==> config.mk <==
export PLATFORM = sky130hd
export DESIGN_NAME = smpc_ram
export DESIGN_NICKNAME = d
export VERILOG_FILES = /design/src/hdl/smpc_ram.sv
export SDC_FILE = /design/constraint.sdc
export NUM_CORES = 2
export LEC_CHECK = 0
export BUFFER_PORTS_ARGS = -buffer_cell sky130_fd_sc_hd__buf_4
export CAP_MARGIN = 20
export CELL_PAD_IN_SITES_DETAIL_PLACEMENT = 0
export CELL_PAD_IN_SITES_GLOBAL_PLACEMENT = 1
export CORE_ASPECT_RATIO = 0.9
export CORE_UTILIZATION = 40
export CTS_BUF_LIST = sky130_fd_sc_hd__clkbuf_4
export DETAILED_ROUTE_END_ITERATION = 8
export PLACE_DENSITY_LB_ADDON = 0.25
export SETUP_SLACK_MARGIN = 0.1
export SYNTH_ARGS = -nofsm -noshare
export SYNTH_HDL_FRONTEND = slang
export SYNTH_MEMORY_MAX_BITS = 65536
export SYNTH_SLANG_ARGS = --single-unit
export TNS_END_PERCENT = 100
==> constraint.sdc <==
create_clock -name clk -period 3.2 [get_ports clk]
set_input_delay 0.64 -clock clk [delete_from_list [all_inputs] [get_ports clk]]
set_output_delay 0.64 -clock clk [all_outputs]
set_load 0.01 [all_outputs]
==> src/hdl/smpc_ram.sv <==
// ----------------------------------------------------------------------------
// smpc_ram - generic single write, single read synchronous RAM
// One write port and one read port; read data is registered and holds while
// no read is issued.
// ----------------------------------------------------------------------------
module smpc_ram #(
  parameter int DATA_W = 32,
  parameter int DEPTH  = 144
) (
  input  logic                     clk,
  input  logic                     wr_en,
  input  logic [$clog2(DEPTH)-1:0] wr_addr,
  input  logic [DATA_W-1:0]        wr_data,
  input  logic                     rd_en,
  input  logic [$clog2(DEPTH)-1:0] rd_addr,
  output logic [DATA_W-1:0]        rd_data
);

  logic [DATA_W-1:0] mem [DEPTH];
  logic [DATA_W-1:0] rd_data_r;

  always_ff @(posedge clk) begin
    if (wr_en) begin
      mem[wr_addr] <= wr_data;
    end
    if (rd_en) begin
      rd_data_r <= mem[rd_addr];
    end
  end

  assign rd_data = rd_data_r;

endmodule

-- After elaboration in Yosys (flattened, before gate mapping)
Memory sizes are Yosys's and may differ from the RTL's. A register that Yosys moved wholly into a read port is not among the register bits.
Cells that the tools add are included.
- register bits: 0
- bits in latches: 0
- bits in writable memories: 4608
- memory bits (read-only): 0
- input port bits: 51
- output and inout bits: 32
- memories kept: 1
- $add $sub $neg: 0
- multiply operators: 0
- div/mod/pow operators: 0
- $lt $le $gt $ge: 0
- equal/unequal tests: 0
- shifts and indexed selects: 0
- muxes and demuxes: 2
- bitwise operators: 0
- reduce and logical (&&, ||, !) cells: 0
- memory list (memory ; depth ; bits a word ; read ports ; clocked after memory_dff ; wr ports ; RTL line ; text):
    mem ; 144 ; 32 ; 1 ; 1 ; 1 ; 19 ; logic [DATA_W-1:0] mem [DEPTH];
- operators with widths (cell ; number):
    two-way mux 1 bit ; 2

-- Logic depth before layout (Yosys ltp)
- word-level depth: 2
- gate-level depth with buffers: 12
- gate-level depth less buffers: 6

-- Worst setup path after synthesis
Ideal clock, no wire load.
- kind: in2reg
- from: input port wr_addr[3]
- to: memory mem[123][0] (enable)
- arrival: 2.923 ns
- path slack: -0.144 ns
- stages on the path: 5
- path buffers: 2
- cells stage by stage: clkbuf_1 > nor2b_1 > clkbuf_1 > nand4_1 > nor2_1
- RTL lines (what ; RTL line ; text):
    start: declaration ; 12 ; input logic [$clog2(DEPTH)-1:0] wr_addr,
    end: declaration ; 19 ;
No word-level cell before the write port.

-- Final worst setup path
- from: register rd_data_r[27] (netlist: rd_data[27]) (read register of mem)
- to: output port rd_data[27]
- RTL lines (what ; RTL line ; text):
    start: declaration ; 20 ; logic [DATA_W-1:0] rd_data_r;
    end: declaration ; 16 ; output logic [DATA_W-1:0] rd_data
No word-level cell between the ends.

==> impl_metrics.py <==
metrics = {
    "route": {
        "routed_via_density": 5.76,
        "route.vias.total": 94700,
        "dr.first_iter.drc_count": 11800,
        "detail_route.wl_per_cell_um": 32.9,
        "dr.pass1.iters": 5,
        "ant_nets": 0,
        "totalWireLength_um": 541000,
        "drc_errors": 0,
    },
    "floorplanning": {
        "die_w_um": 704,
        "core_um2": 440000,
        "die_y_um": 634,
        "start_util_pct": 40.2,
        "io_pins": 83,
        "die_area_um2": 446000,
        "std_cell_rows": 231,
    },
    "synthesis": {
        "synth_most_common_cell": "edfxtp_1",
        "ys_top_cells_by_area": "edfxtp_1 (79%), mux4_2 (14%), mux2i_1 (2.5%)",
        "synthTopCellsByCount": "edfxtp_1 (4640), mux4_2 (1064), mux2i_1 (437), nor2_1 (210), clkbuf_1 (181)",
        "ys_types": 46,
        "ys.warnings.count": 0,
        "ys_async_sr_fraction_pct": 0,
        "synth.cell_area_um2": 177000,
        "syn_inst": 7796,
        "synth_area_leader_cell": "edfxtp_1",
        "synth_edf_count": 4640,
        "synth_flop_cell": "edfxtp_1",
        "yosysSeqAreaShare_pct": 78.6,
        "yosys_register_bits": 4640,
        "syn_nets": 7847,
        "netlist.area_leader.share_pct": 78.6,
        "syn_area_per_cell_um2": 22.7,
    },
    "setup_path": {
        "crit_start": "rd_data[27]",
        "r2r-start": "mem[0][25]",
        "cp_slowest_stage_delay_ps": 710,
        "rrSetupSlack_ps": 290,
        "crit_family": "flip-flops",
        "cp.required_ps": 2560,
        "r2r_end": "rd_data[25]",
        "cp_max_fo": 1,
        "cp-start-kind": "flip-flop",
        "setup.worst_path.class": "reg -> out",
        "cp_cell_sequence": "buf_6",
        "reg2regPathDepth": 8,
        "slowest_stage": "edfxtp_1",
        "worstPathArrival_ps": 2660,
        "worst_setup_path_end_kind": "output pin",
        "cp.buffers_inverters": 1,
    },
    "finish": {
        "final_util_pct": 48.2,
        "drive_above_1_share_pct": 39.5,
        "multi_input_area_um2": 36600,
        "synthToLayoutAreaGrowth_pct": 19.8,
        "fillCellCount": 36700,
        "regArea_um2": 139000,
        "nets": 9907,
    },
    "cts": {
        "clock_path_buffers": 5,
        "cts-root-buf": "clkbuf_4",
        "ctsHtreeMaxLevel": 7,
        "cts_post_setup_buffers_inserted": 0,
        "numClockSinks": 4640,
        "worstSkewPairLatency_ps": 1790,
        "cts_tree": "done",
        "clkTransAtPathRegs_ps": 60,
        "numCtsBuffers": 1232,
    },
    "timing": {
        "worst_slew_pin_slew_ps": 1260,
        "finalCriticalPeriod_ps": 3300,
        "fmax_mhz": 303,
        "setup_tns_ps": -452,
        "slew_headroom_pct": 16.3,
        "grt_setup_unrepaired": "yes",
        "post-route-period-util_pct": 103,
        "final-hold-violation-count": 0,
        "skew_ps": 89.4,
        "maxSlewViolCount": 0,
        "fin_ws_ps": -95.5,
        "setup_viol": 10,
    },
    "place": {
        "gp_congestion": 0.830,
        "place_hpwl_um": 323000,
        "portBuffers": 82,
    },
    "status": {
        "status": "finished with violations",
        "violations": "setup timing",
    },
    "grt": {
        "grt_overflow": 0,
        "antenna_found_initial": 44,
        "grt_max_degree": 145,
        "grt_use_total_pct": 24.4,
        "grt_pass1_wl_um": 749000,
        "grt_pass1_vias": 96700,
    },
    "min_path": {
        "hold_start": "wr_addr[2]",
        "whs_path_depth": 4,
        "hold_end": "mem[93][8]",
        "hold_path.class": "in -> reg",
    },
    "power": {
        "leakage_nw": 69.1,
        "powerDensity_nw_per_um2": 581,
        "ir_worst_vdd_mv": 0.423,
    },
    "run": {
        "cap_violations": 0,
    },
}
worst register-to-register path, delay by kind of cell, from the launching register on:
kind,cells,cell delay (ps)
AOI/OAI and AO/OA,4,1270
buffers and inverters,2,480
muxes,1,450
and+or+nand+nor,1,150
DFF,1,380
repair_timing:
item                                    4_1_cts  5_1_grt
gates resized for setup                      32        0
hold endpoints to repair                   9092        0
cloned                                        0        0
endpoints found under the setup margin       32       27
hold buffers                                124        0
final cells by class:
| class | count | share of cell area (%) |
|---|---|---|
| timing repair buffer | 1276 | 7.09 |
| inverter | 3 | 0.00530 |
| tap | 5825 | 3.43 |
| sequential | 4640 | 65.6 |
| clock inverter | 233 | 0.484 |
| multi-input combinational | 2703 | 17.2 |
| clock buffer | 1725 | 6.10 |
| antenna | 34 | 0.0401 |
kinds of logic (layout without fill, tap and decap cells):
group                  after synthesis  in the layout  share of synthesized area, %
flip-flops                        4640           4640                          78.6
multiplexers                      1502           1502                          16.0
AO/OA/AOI/OAI                      677            677                          2.63
AND/OR/NAND/NOR                    524            524                          1.36
buffers and inverters              453           3237                          1.41
other                                0             34                             0
metrics by stage:
stage | hold WS (ps) | cells | instance area [µm²] | power [mW] | setup WS (ps)
floorplan | 739 | 7796 | 177000 | 71.5 | -144
global placement | 985 | 14300 | 197000 | 75.9 | -1060
detailed placement | 979 | 14300 | 197000 | 76.0 | -938
CTS | 47.6 | 16400 | 212000 | 125 | -313
global route | 145 | 16400 | 212000 | 128 | -195
finish | 223 | 16400 | 212000 | 123 | -95.5
worst max path at each step:
| stage | end | cells past startpoint |
|---|---|---|
| after CTS | rd_data[6] | 1 |
| after detailed placement | rd_data[25] | 11 |
| after global placement | rd_data[4] | 11 |
| after floorplan | mem[123][0] | 5 |
| final | rd_data[27] | 1 |
| after global routing | rd_data[27] | 1 |
layout by cell type, fill, tap and decap left out, types with 78 or more instances in the layout:
master         synthesis  layout
edfxtp_1            4640    4640
clkbuf_4               0    1725
mux4_2              1064    1064
buf_4                 79     727
mux2i_1              437     437
buf_12                 0     385
clkinv_1               1     191
o22ai_1              158     158
nor2_4                 0     145
dlygate4sd3_1          0     102
a211oi_1             107      99
a22oi_1               86      86
o21ai_0               78      78
sequential cells by signal (all words and copies together) (netlist names):
signal	cells
rd_data	32
mem	4608
report_power, final:
part | internal (mW) | switching, mW
Clock | 25.0 | 23.4
Combinational | 3.12 | 4.70
Sequential | 67.0 | 0.145
metal layers:
| layer | up-vias | global-route usage, % | share of wire (%) |
|---|---|---|---|
| li1 | 38300 | - | - |
| met1 | 51000 | 33.6 | 41 |
| met3 | 762 | 4.82 | 7.8 |
| met4 | 2 | 9.49 | 3.0 |
| met5 | - | 0 | 0.0024 |
| met2 | 4670 | 38.5 | 48 |
No activity file was read; power rests on OpenSTA's default activity.
