===== src/hdl/smpc_pkg.sv =====
// ----------------------------------------------------------------------------
// smpc_pkg - shared types and constants of the scanned matrix pulse counter
// Request codes, group and line geometry, counter memory geometry and the
// sequencer state type.
// ----------------------------------------------------------------------------
package smpc_pkg;

  // request kinds carried in the input tuser field
  typedef enum logic [1:0] {
    REQ_SAMPLE = 2'd0,
    REQ_READ   = 2'd1,
    REQ_CLEAR  = 2'd2,
    REQ_NONE   = 2'd3
  } req_t;

  // configuration register indexes
  localparam logic [1:0] CFG_EN_LOW    = 2'd0;
  localparam logic [1:0] CFG_EN_HIGH   = 2'd1;
  localparam logic [1:0] CFG_EN_DIRECT = 2'd2;

  // geometry: eight driven groups plus the direct group, sixteen lines each
  localparam int          LINE_STRIDE   = 16;
  localparam int          GROUP_SLOTS   = 9;
  localparam logic [3:0]  DIRECT_GROUP  = 4'd8;
  localparam int          COUNTER_SLOTS = GROUP_SLOTS * LINE_STRIDE;
  localparam int          CNT_ADDR_W    = $clog2(COUNTER_SLOTS);

  typedef enum logic [2:0] {
    ST_IDLE,
    ST_SWEEP,
    ST_DRAIN,
    ST_READ,
    ST_FINISH
  } seq_state_t;

endpackage


===== src/hdl/smpc_cfg.sv =====
// ----------------------------------------------------------------------------
// smpc_cfg - counter enable registers
// Holds the three enable registers and selects the sixteen enables of one
// group.
// ----------------------------------------------------------------------------
module smpc_cfg
  import smpc_pkg::*;
(
  input  logic        clk,
  input  logic        rst_n,
  input  logic        cfg_wr_en,
  input  logic [1:0]  cfg_addr,
  input  logic [63:0] cfg_wdata,
  input  logic [3:0]  sel_group,
  output logic [15:0] group_en
);

  logic [63:0] en_low_r;
  logic [63:0] en_high_r;
  logic [15:0] en_direct_r;

  always_ff @(posedge clk) begin
    if (!rst_n) begin
      en_low_r    <= '0;
      en_high_r   <= '0;
      en_direct_r <= '0;
    end else if (cfg_wr_en) begin
      case (cfg_addr)
        CFG_EN_LOW:    en_low_r    <= cfg_wdata;
        CFG_EN_HIGH:   en_high_r   <= cfg_wdata;
        CFG_EN_DIRECT: en_direct_r <= cfg_wdata[15:0];
        default:       ;
      endcase
    end
  end

  always_comb begin
    case (sel_group)
      4'd0:         group_en = en_low_r[15:0];
      4'd1:         group_en = en_low_r[31:16];
      4'd2:         group_en = en_low_r[47:32];
      4'd3:         group_en = en_low_r[63:48];
      4'd4:         group_en = en_high_r[15:0];
      4'd5:         group_en = en_high_r[31:16];
      4'd6:         group_en = en_high_r[47:32];
      4'd7:         group_en = en_high_r[63:48];
      DIRECT_GROUP: group_en = en_direct_r;
      default:      group_en = '0;
    endcase
  end

endmodule


===== config.mk =====
export PLATFORM = sky130hd
export DESIGN_NAME = smpc_cfg
export DESIGN_NICKNAME = d
export VERILOG_FILES = /design/src/hdl/smpc_pkg.sv /design/src/hdl/smpc_cfg.sv
export SDC_FILE = /design/constraint.sdc
export NUM_CORES = 1
export LEC_CHECK = 0
export BUFFER_PORTS_ARGS = -buffer_cell sky130_fd_sc_hd__buf_2
export CORE_MARGIN = 5
export CORE_UTILIZATION = 62
export DETAILED_ROUTE_END_ITERATION = 16
export GPL_ROUTABILITY_DRIVEN = 0
export PLACE_DENSITY = 0.82
export SLEW_MARGIN = 40
export SYNTH_ARGS = -nofsm -noshare
export SYNTH_HDL_FRONTEND = slang
export SYNTH_SLANG_ARGS = --single-unit

===== constraint.sdc =====
create_clock -name clk -period 1.7 [get_ports clk]
set_input_delay 0.085 -clock clk [delete_from_list [all_inputs] [get_ports clk]]
set_output_delay 0.085 -clock clk [all_outputs]
set_load 0.02 [all_outputs]

# [Word level (Yosys, flattened, before mapping)]
# Index checks and enable logic that the tools add are counted.
[classes] eq_ne=10 muxes=1 n_reduce_logical=5
[ops] cell="one-hot mux 16 bit (9 select lines)" n=1
[ops] cell="equality test 4 x 3 -> 1 bit (second input constant)" n=4
[ops] cell="equality test 4 x 2 -> 1 bit (second input constant)" n=2
[ops] cell="AND reduction 2 bit" n=3
[ops] cell="equality test 4 x 1 -> 1 bit (second input constant)" n=1
[ops] cell="equality test 4 bit (second input constant)" n=1
[ops] cell="zero test 4 bit" n=1
[ops] cell="equality test 2 x 1 -> 1 bit (second input constant)" n=1
[ops] cell="equality test 2 bit (second input constant)" n=1
[ops] cell="zero test 2 bit" n=1
[word_totals] ff_bits=144 in_bits=73 output_inout_bits=16 word_cells=19

# [Longest topological paths before layout]
# Gate-level depths: netlist of the first run.
[logic_depth] word_depth=2 ltp_mapped=6 depth_no_buf=4

# [Worst setup path after synthesis of the first run]
# Ideal clock, no wire load.
[synth_path] kind="input to output" start="input sel_group[2]" end="output group_en[13]" arrival_ns=1.174 required_ns=1.615 setup_slack_ns=0.441 cell_stages=6 path_buffers=2 cell_sequence="buf_6 nor2b_2 buf_4 a22oi_1 o221a_1 a31oi_1"
[synth_via] elab_chain_cells=2 elab_cells_between_ends=10 classes_between="eq/ne (8); mux (1); reduce/logical (1)"
[synth_rtl] element="start: declaration" line="smpc_cfg.sv:14" source="input logic [3:0] sel_group,"
[synth_rtl] element="equality test 4 bit (tied with other cells)" line="smpc_cfg.sv:38" source="case (sel_group)"
[synth_rtl] element="one-hot mux 16 bit (9 select lines) (*)" line="smpc_cfg.sv:38"
[synth_rtl] element="end: declaration" line="smpc_cfg.sv:15" source="output logic [15:0] group_en"
# Mark *: on every way between the ends. The rest lies on a longest branch, timed or not.

# [Final worst setup path of the first run]
[layout_path] start="register en_low_r[3]" end="output group_en[3]"
[layout_via] elab_chain_cells=1
[layout_rtl] element="start: declaration" line="smpc_cfg.sv:18" source="logic [63:0] en_low_r;"
[layout_rtl] element="start signal: assignment" line="smpc_cfg.sv:29" source="CFG_EN_LOW: en_low_r <= cfg_wdata;"
[layout_rtl] element="one-hot mux 16 bit (9 select lines)" line="smpc_cfg.sv:38"
# No other way between the ends.

==> flow_summary.yaml, run 1 <==
outcome:
  outcome: "complete, but fails checks"
  violations: "setup timing"
yosys:
  synth_edf_count: 0
  yosysSeqAreaShare_pct: 44.1
  ys_async_sr_fraction_pct: 0
  synthesis.instances: 785
  avgSynthCellArea_um2: 8.32
  syn_area_um2: 6530
  synth_ff_type: "dfxtp_1"
  synth_warnings: 0
  synth.net_count: 858
  synth.distinct_cells: 45
  yosys_register_bits: 144
die:
  io_pins: 89
  fp-row-count: 37
  coreArea_um2: 10300
  die_y_um: 113
  die_w_um: 113
  dieArea_um2: 12700
  initial_core_util_pct: 63.3
global_route:
  grt_antenna_before_repair: 0
  grt_max_degree: 74
  grt_use_total_pct: 35.5
  grt_pass1_vias: 6667
  grt_overflow: 0
  grt_pass1_wl_mm: 35.4
power:
  p_total_mw: 8.43
  vdd_drop_max_mv: 0.974
  leakage_nw: 3.13
  power_density_nw_per_um2: 977
final_layout:
  mostFrequentLayoutCell: "nand2_1"
  diodes: 0
  final_util_pct: 83.6
  multi_input_area_um2: 3540
  finalInstanceArea_um2: 8630
  nets: 991
  seq_area_um2: 2920
  drive_above_1_share_pct: 23.2
  fillCellCount: 546
  layout.cells.non_filler: 1064
  most-common-layout-cells: "nand2_1, dfxtp_1, a21boi_0"
  syn2layout_area_growth_pct: 32.0
clocking:
  cts_tree: "yes"
  cts_buffer_depth: 2
  root_buffer: "clkbuf_8"
  cts_buffers: 17
  cts_num_sinks: 144
  cts_max_level: 4
  post_cts_buffers: 0
  clock_latency_ns: 0.53
  clk_pin_slew_ns: 0.06
hold_path:
  min_path_type: "in2reg"
timing:
  tns_ns: -0.806
  max_clock_freq_mhz: 535
  rsz0062_at_grt: "yes"
  tightest_slew_ns: 0.497
  finalMaxSlewViolations: 0
  min_period_ns: 1.87
  hold_viol: 0
  finalCritPeriodShare_pct: 110
  finalSetupViolCount: 12
  fin_worst_skew_ns: 0
  relSlewSlack_pct: 66.9
  holdWs_ns: 0.0445
  setup_ws_ns: -0.170
routing:
  routed_wl_mm: 22.8
  vias_per_cell: 6.28
  drc: 0
  wire_per_inst_um: 21.4
  drtAntennaViolNets: 0
  drt_first_pass_iters: 6
  vias: 6679
  dr.first_iter.drc_count: 842
setup_path:
  start_kind: "register"
  crit_arrival_ns: 1.78
  crit_type: "reg2out"
  cp-end-kind: "output pin"
  critPathMaxFanout: 2
  required_ns: 1.62
placed_design:
  placed_cell_area_um2: 7090
  dp_cells: 971
  portBuffers: 88
  dp_worst_setup_slack_ns: 0.0993
  dp_hpwl_mm: 14.0
run:
  max-cap-violations: 0
power by group:
part	internal [mW]	switching (mW)	leakage, nW
Combinational	0.416	0.507	1.65
Clock	2.51	1.42	0.298
Sequential	3.49	0.0867	1.18
logic make-up after synthesis:
logic type / share of synthesized area [%]
AO/OA/AOI/OAI: 25.4
multiplexers: 5.25
buffers and inverters: 5.11
flip-flops: 44.1
AND/OR/NAND/NOR: 20.1
path summary, 6_finish.rpt:
check / startpoint / end / slack [ns] / depth (start not counted)
setup / recovery: en_low_r[3] / group_en[3] / -0.17 / 5
hold / removal: rst_n / en_high_r[50] / 0.04 / 2
setup reg to reg: en_low_r[46] / en_low_r[46] / 0.93 / 2
hold reg to reg: en_low_r[57] / en_low_r[57] / 0.46 / 2
what timing repair did:
action                     CTS  global route
hold buffers                64             0
gates cloned                 0             0
pin swaps                    9            11
setup endpoints to repair   14            16
hold endpoints to repair   144             0
gates resized for setup     42            44
cell type report:
class / count / share of cell area, %
Timing Repair Buffer: 176 / 16.2
Multi-Input combinational cell: 579 / 41.0
Clock buffer: 19 / 4.89
Tap cell: 136 / 1.97
Sequential cell: 144 / 33.8
Clock inverter: 10 / 2.16
state kept, by name, summed over array words and instances (netlist names):
name         cells
en_high_r       64
en_low_r        64
en_direct_r     16
per-layer routing:
layer	global-route usage, %	routed length [um]	vias to the layer above
met1	42.8	8120	3161
li1	-	-	2939
met5	0	0	-
met3	8.30	2500	108
met2	57.9	10900	471
met4	20.0	1280	0
worst max-delay path, stage by stage (launching register included):
cell and delay (ns):
dfxtp_1 0.33, mux2i_1 0.30, o32ai_2 0.15, a21oi_2 0.17, o221ai_2 0.12, buf_4 0.17
cells in the mapped netlist, types with 2 or more instances:
| library cell | n | area (um2) |
|---|---|---|
| nand3b_1 | 2 | 15.0 |
| a32o_1 | 2 | 20.0 |
| nand3_1 | 3 | 15.0 |
| a21boi_0 | 114 | 856 |
| buf_6 | 5 | 56.3 |
| a21boi_1 | 30 | 225 |
| o32ai_1 | 5 | 43.8 |
| nand2b_1 | 3 | 18.8 |
| o22ai_1 | 4 | 25.0 |
| o221a_1 | 2 | 22.5 |
| a22o_1 | 4 | 35.0 |
| nor2_1 | 4 | 15.0 |
| and2_1 | 3 | 18.8 |
| a31oi_1 | 4 | 25.0 |
| mux2i_1 | 32 | 320 |
| clkbuf_1 | 16 | 60.1 |
| nor2b_1 | 3 | 18.8 |
| buf_4 | 5 | 37.5 |
| a21oi_1 | 12 | 60.1 |
| mux2_2 | 2 | 22.5 |
| dfxtp_1 | 144 | 2880 |
| o221ai_1 | 9 | 78.8 |
| a22oi_1 | 27 | 203 |
| buf_2 | 35 | 175 |
| nand2_1 | 295 | 1110 |
Power figures use the tool's default switching activity.
==> inputs of run 2 (changes only) <==
CELL_PAD_IN_SITES_DETAIL_PLACEMENT = 1   (was unset)
CELL_PAD_IN_SITES_GLOBAL_PLACEMENT = 2   (was unset)
CORE_UTILIZATION = 37   (was 62)
==> run 2 against run 1 <==
  * Global-route usage is 11 points lower
  * Critical path depth is 1 lower
  * Via count is 6.0% lower
  * Critical path type unchanged
  * Highest routed layer unchanged
  * The flow still finishes with violations (setup timing)
==> flow_summary.yaml, run 2 (synthesis results as in run 1) <==
setup_path:
  max_stage_delay_ns: 0.34
  cp-end-kind: "output pin"
  critPathMaxFanout: 2
  crit_type: "reg2out"
  required_ns: 1.62
  crit_chain: "mux2_2 -> a221oi_4 -> o21ai_2 -> buf_6"
  start_kind: "register"
  crit_arrival_ns: 1.65
  critical-path-slowest-cell: "dfxtp_1"
final_layout:
  most-common-layout-cells: "nand2_1, dfxtp_1, a21boi_0"
  nets: 1004
  reg_top3: "en_high_r x64, en_low_r x64, en_direct_r x16"
  layout.cells.non_filler: 1169
  diodes: 0
  mostFrequentLayoutCell: "nand2_1"
  syn2layout_area_growth_pct: 35.3
  drive_above_1_share_pct: 22.5
routing:
  vias: 6276
  dr.first_iter.drc_count: 519
  drtAntennaViolNets: 0
  drt_first_pass_iters: 5
  drc: 0
  wire_per_inst_um: 20.9
  routed_wl_mm: 24.5
  vias_per_cell: 5.37
run:
  max-cap-violations: 0
die:
  die_w_um: 143
  io_pins: 89
  die_y_um: 143
  fp-row-count: 48
  dieArea_um2: 20400
  coreArea_um2: 17300
  initial_core_util_pct: 37.8
timing:
  finalCritPeriodShare_pct: 102
  relSlewSlack_pct: 68.7
  setup_ws_ns: -0.0336
  fin_worst_skew_ns: 0
  max_clock_freq_mhz: 577
  tightest_slew_ns: 0.469
  finalMaxSlewViolations: 0
  finalSetupViolCount: 3
  hold_viol: 0
  min_period_ns: 1.73
  rsz0062_at_grt: "yes"
global_route:
  grt_antenna_before_repair: 0
  grt_pass1_vias: 6711
  grt_max_degree: 78
  grt_pass1_wl_mm: 37.8
  grt_overflow: 0
  grt_use_total_pct: 24.3
clocking:
  root_buffer: "clkbuf_16"
  cts_num_sinks: 144
  cts_tree: "yes"
  cts_buffers: 17
  cts_max_level: 4
  clk_pin_slew_ns: 0.06
  cts_buffer_depth: 2
  clock_latency_ns: 0.42
power:
  power_density_nw_per_um2: 964
  leakage_nw: 3.22
  vdd_drop_max_mv: 0.711
  p_total_mw: 8.53
placed_design:
  dp_cells: 1072
  portBuffers: 88
  dp_hpwl_mm: 17.2
hold_path:
  min_path_type: "in2reg"
outcome:
  violations: "setup timing"
  outcome: "complete, but fails checks"
-- run 2: changes by cell type in the layout (fill, tap and decap cells not counted), moves of 6 or more --
cell,delta
buf_4,+6
dfxtp_1,+9
dfxtp_2,-8
mux2i_1,+10
mux2i_2,-9
-- run 2: through the flow --
stage	utilization [%]	hold slack, ns	setup slack (ns)	TNS (ns)	instance area, um2
global placement	42.3	0.337	0.121	0	7320
detailed placement	42.3	0.347	0.0538	0	7320
floorplan	-	0.220	0.441	0	6530
CTS	50.2	0.0999	-0.0617	-0.234	8690
finish	51.1	0.111	-0.0336	-0.0643	8840
global route	51.1	0.161	-0.0865	-0.341	8840
-- run 2: routing by layer --
metal	track usage (%)	vias up	part of all wire [%]
li1	-	2970	-
met3	5.16	43	5.5
met4	11.1	0	4.0
met5	0	-	0
met2	39.9	191	48
met1	30.8	3072	43
-- run 2: worst paths after layout --
kind,from,end,slack [ns],cells after the start
worst max-delay path,en_high_r[4],group_en[4],-0.03,4
worst min-delay path,cfg_addr[1],en_high_r[6],0.11,4
worst max register to register,en_low_r[10],en_low_r[10],0.91,2
worst min register to register,en_high_r[62],en_high_r[62],0.46,2
-- run 2: repair_timing --
| action | in CTS | in global routing |
|---|---|---|
| resized for setup | 29 | 36 |
| hold endpoints to repair | 142 | 0 |
| setup endpoints to repair | 9 | 12 |
| pin swaps | 3 | 7 |
| setup buffers | 1 | 0 |
| hold buffers | 64 | 0 |
-- run 2: area by class of cell --
| type | instances | area (um2) |
|---|---|---|
| timing repair buffer | 189 | 1530 |
| tap | 225 | 282 |
| multi-input combinational | 579 | 3500 |
| clock inverter | 10 | 158 |
| clock buffer | 22 | 474 |
| sequential | 144 | 2900 |
| fill | 2008 | 8450 |
-- run 2: report_power, final --
group / switching [mW] / internal (mW) / total [mW]
logic: 0.501 / 0.429 / 0.930
clock network: 1.45 / 2.57 / 4.02
registers: 0.0901 / 3.49 / 3.58
-- run 2: worst max-delay path: cells and delay by family (launching register included) --
family / cells / cell delay (ns)
muxes: 1 / 0.30
DFF: 1 / 0.34
AOI/OAI and AO/OA: 2 / 0.45
buffers and inverters: 1 / 0.14
==> inputs of run 3 (changes only) <==
SKIP_CTS_REPAIR_TIMING = 1   (was unset)
==> run 3 against run 2 <==
  * Flip-flop and latch count stayed put
  * Wire length down 0.15%
  * Power fell by 0.17%
  * Sequential share of layout area increased by 0.11 points
  * The run still ends with setup timing left
  * Critical path depth increased by 2
  * Highest routed layer unchanged
  * Register-to-register slack about the same
  * Sequential power hardly changed
  * First-iteration DRC count fell by 2.9%
  * Combinational power fell by 0.5%
  * Largest power group unchanged
  * Setup slack lost 0.0085 ns
  * Die area stayed put
==> flow_summary.yaml, run 3 (synthesis results as in run 1) <==
global_route:
  grt_pass1_wl_mm: 37.0
  grt_max_degree: 78
  grt_use_total_pct: 23.7
  grt_overflow: 0
  grt_pass1_vias: 6401
  grt_antenna_before_repair: 0
final_layout:
  reg_top3: "en_high_r x64, en_low_r x64, en_direct_r x16"
  most-common-layout-cells: "nand2_1, dfxtp_1, a21boi_0"
  diodes: 0
  nets: 1002
  drive_above_1_share_pct: 21.3
  finalInstanceArea_um2: 8790
  syn2layout_area_growth_pct: 34.5
  mostFrequentLayoutCell: "nand2_1"
setup_path:
  critical-path-slowest-cell: "dfxtp_2"
  critPathTopFamily: "compound AO/OA/AOI/OAI gates"
  critPathMaxFanout: 2
  crit_chain: "mux2i_2 -> buf_4 -> o22ai_4 -> a221oi_4 -> o21ai_2 -> buf_6"
  max_stage_delay_ns: 0.33
  crit_type: "reg2out"
  start_kind: "register"
  path_buf_inv: 2
  cp-end-kind: "output pin"
  crit_arrival_ns: 1.66
  required_ns: 1.62
die:
  initial_core_util_pct: 37.8
  die_w_um: 143
  fp-row-count: 48
  io_pins: 89
  die_y_um: 143
  coreArea_um2: 17300
  dieArea_um2: 20400
routing:
  drt_first_pass_iters: 5
  dr.first_iter.drc_count: 504
  wire_per_inst_um: 20.9
  drc: 0
  vias: 6328
  drtAntennaViolNets: 0
  routed_wl_mm: 24.4
  vias_per_cell: 5.42
timing:
  finalSetupViolCount: 4
  tightest_slew_ns: 0.438
  fin_worst_skew_ns: 0
  min_period_ns: 1.74
  holdWs_ns: 0.121
  finalMaxSlewViolations: 0
  max_clock_freq_mhz: 574
  rsz0062_at_grt: "yes"
  relSlewSlack_pct: 70.7
  finalCritPeriodShare_pct: 102
  hold_viol: 0
  setup_ws_ns: -0.0421
clocking:
  clk_pin_slew_ns: 0.06
  root_buffer: "clkbuf_16"
  clock_latency_ns: 0.42
  cts_tree: "yes"
  cts_buffers: 17
  cts_num_sinks: 144
  cts_max_level: 4
  cts_buffer_depth: 2
power:
  power_density_nw_per_um2: 968
  vdd_drop_max_mv: 0.710
  leakage_nw: 3.21
run:
  max-cap-violations: 0
placed_design:
  portBuffers: 88
  dp_worst_setup_slack_ns: 0.0538
  dp_hpwl_mm: 17.2
  placed_cell_area_um2: 7320
hold_path:
  min_path_type: "in2reg"
outcome:
  outcome: "complete, but fails checks"
  violations: "setup timing"
-- run 3: cell types whose count changed in the layout (fill, tap and decap cells not counted), sizes merged --
cell and delta:
buf -2
-- run 3: where the power goes --
group | leakage [nW] | switching, mW | internal [mW]
logic | 1.73 | 0.503 | 0.422
clock network | 0.302 | 1.44 | 2.57
registers | 1.17 | 0.0886 | 3.49
total | 3.21 | 2.03 | 6.48
-- run 3: path summary, 6_finish.rpt --
path	depth (start not counted)	from	to	slack, ns
max	6	en_low_r[36]	group_en[4]	-0.04
min reg2reg	2	en_high_r[62]	en_high_r[62]	0.46
max reg2reg	2	en_low_r[10]	en_low_r[10]	0.92
min	4	cfg_addr[1]	en_high_r[6]	0.12
-- run 3: metrics by stage --
stage          utilization, %  std cells  power, mW  TNS, ns
3_3_place_gp             42.3       1072       4.38        0
5_1_grt                  50.8       1167       8.80   -0.437
2_1_floorplan               -        785       4.04        0
6_report                 50.8       1167       8.51   -0.108
3_5_place_dp             42.3       1072       4.41        0
4_1_cts                  46.0       1104       8.41   -0.698
-- run 3: layer usage --
layer / track usage, % / up-vias / part of all wire (%)
met5: 0 / - / 0
met4: 9.15 / 0 / 2.8
met3: 4.66 / 40 / 4.3
met2: 38.9 / 175 / 49
met1: 31.0 / 3140 / 44
li1: - / 2973 / -
-- run 3: layout make-up --
class / count / area, um2
sequential: 144 / 2900
fill: 2018 / 8510
clock buffer: 22 / 474
tap: 225 / 282
clock inverter: 10 / 158
multi-input combinational: 579 / 3490
timing repair buffer: 187 / 1490
-- run 3: worst register-to-register path: stages (launching register included) --
cell      delay (ns)
dfxtp_1         0.39
nand2_1         0.08
a21boi_0        0.22
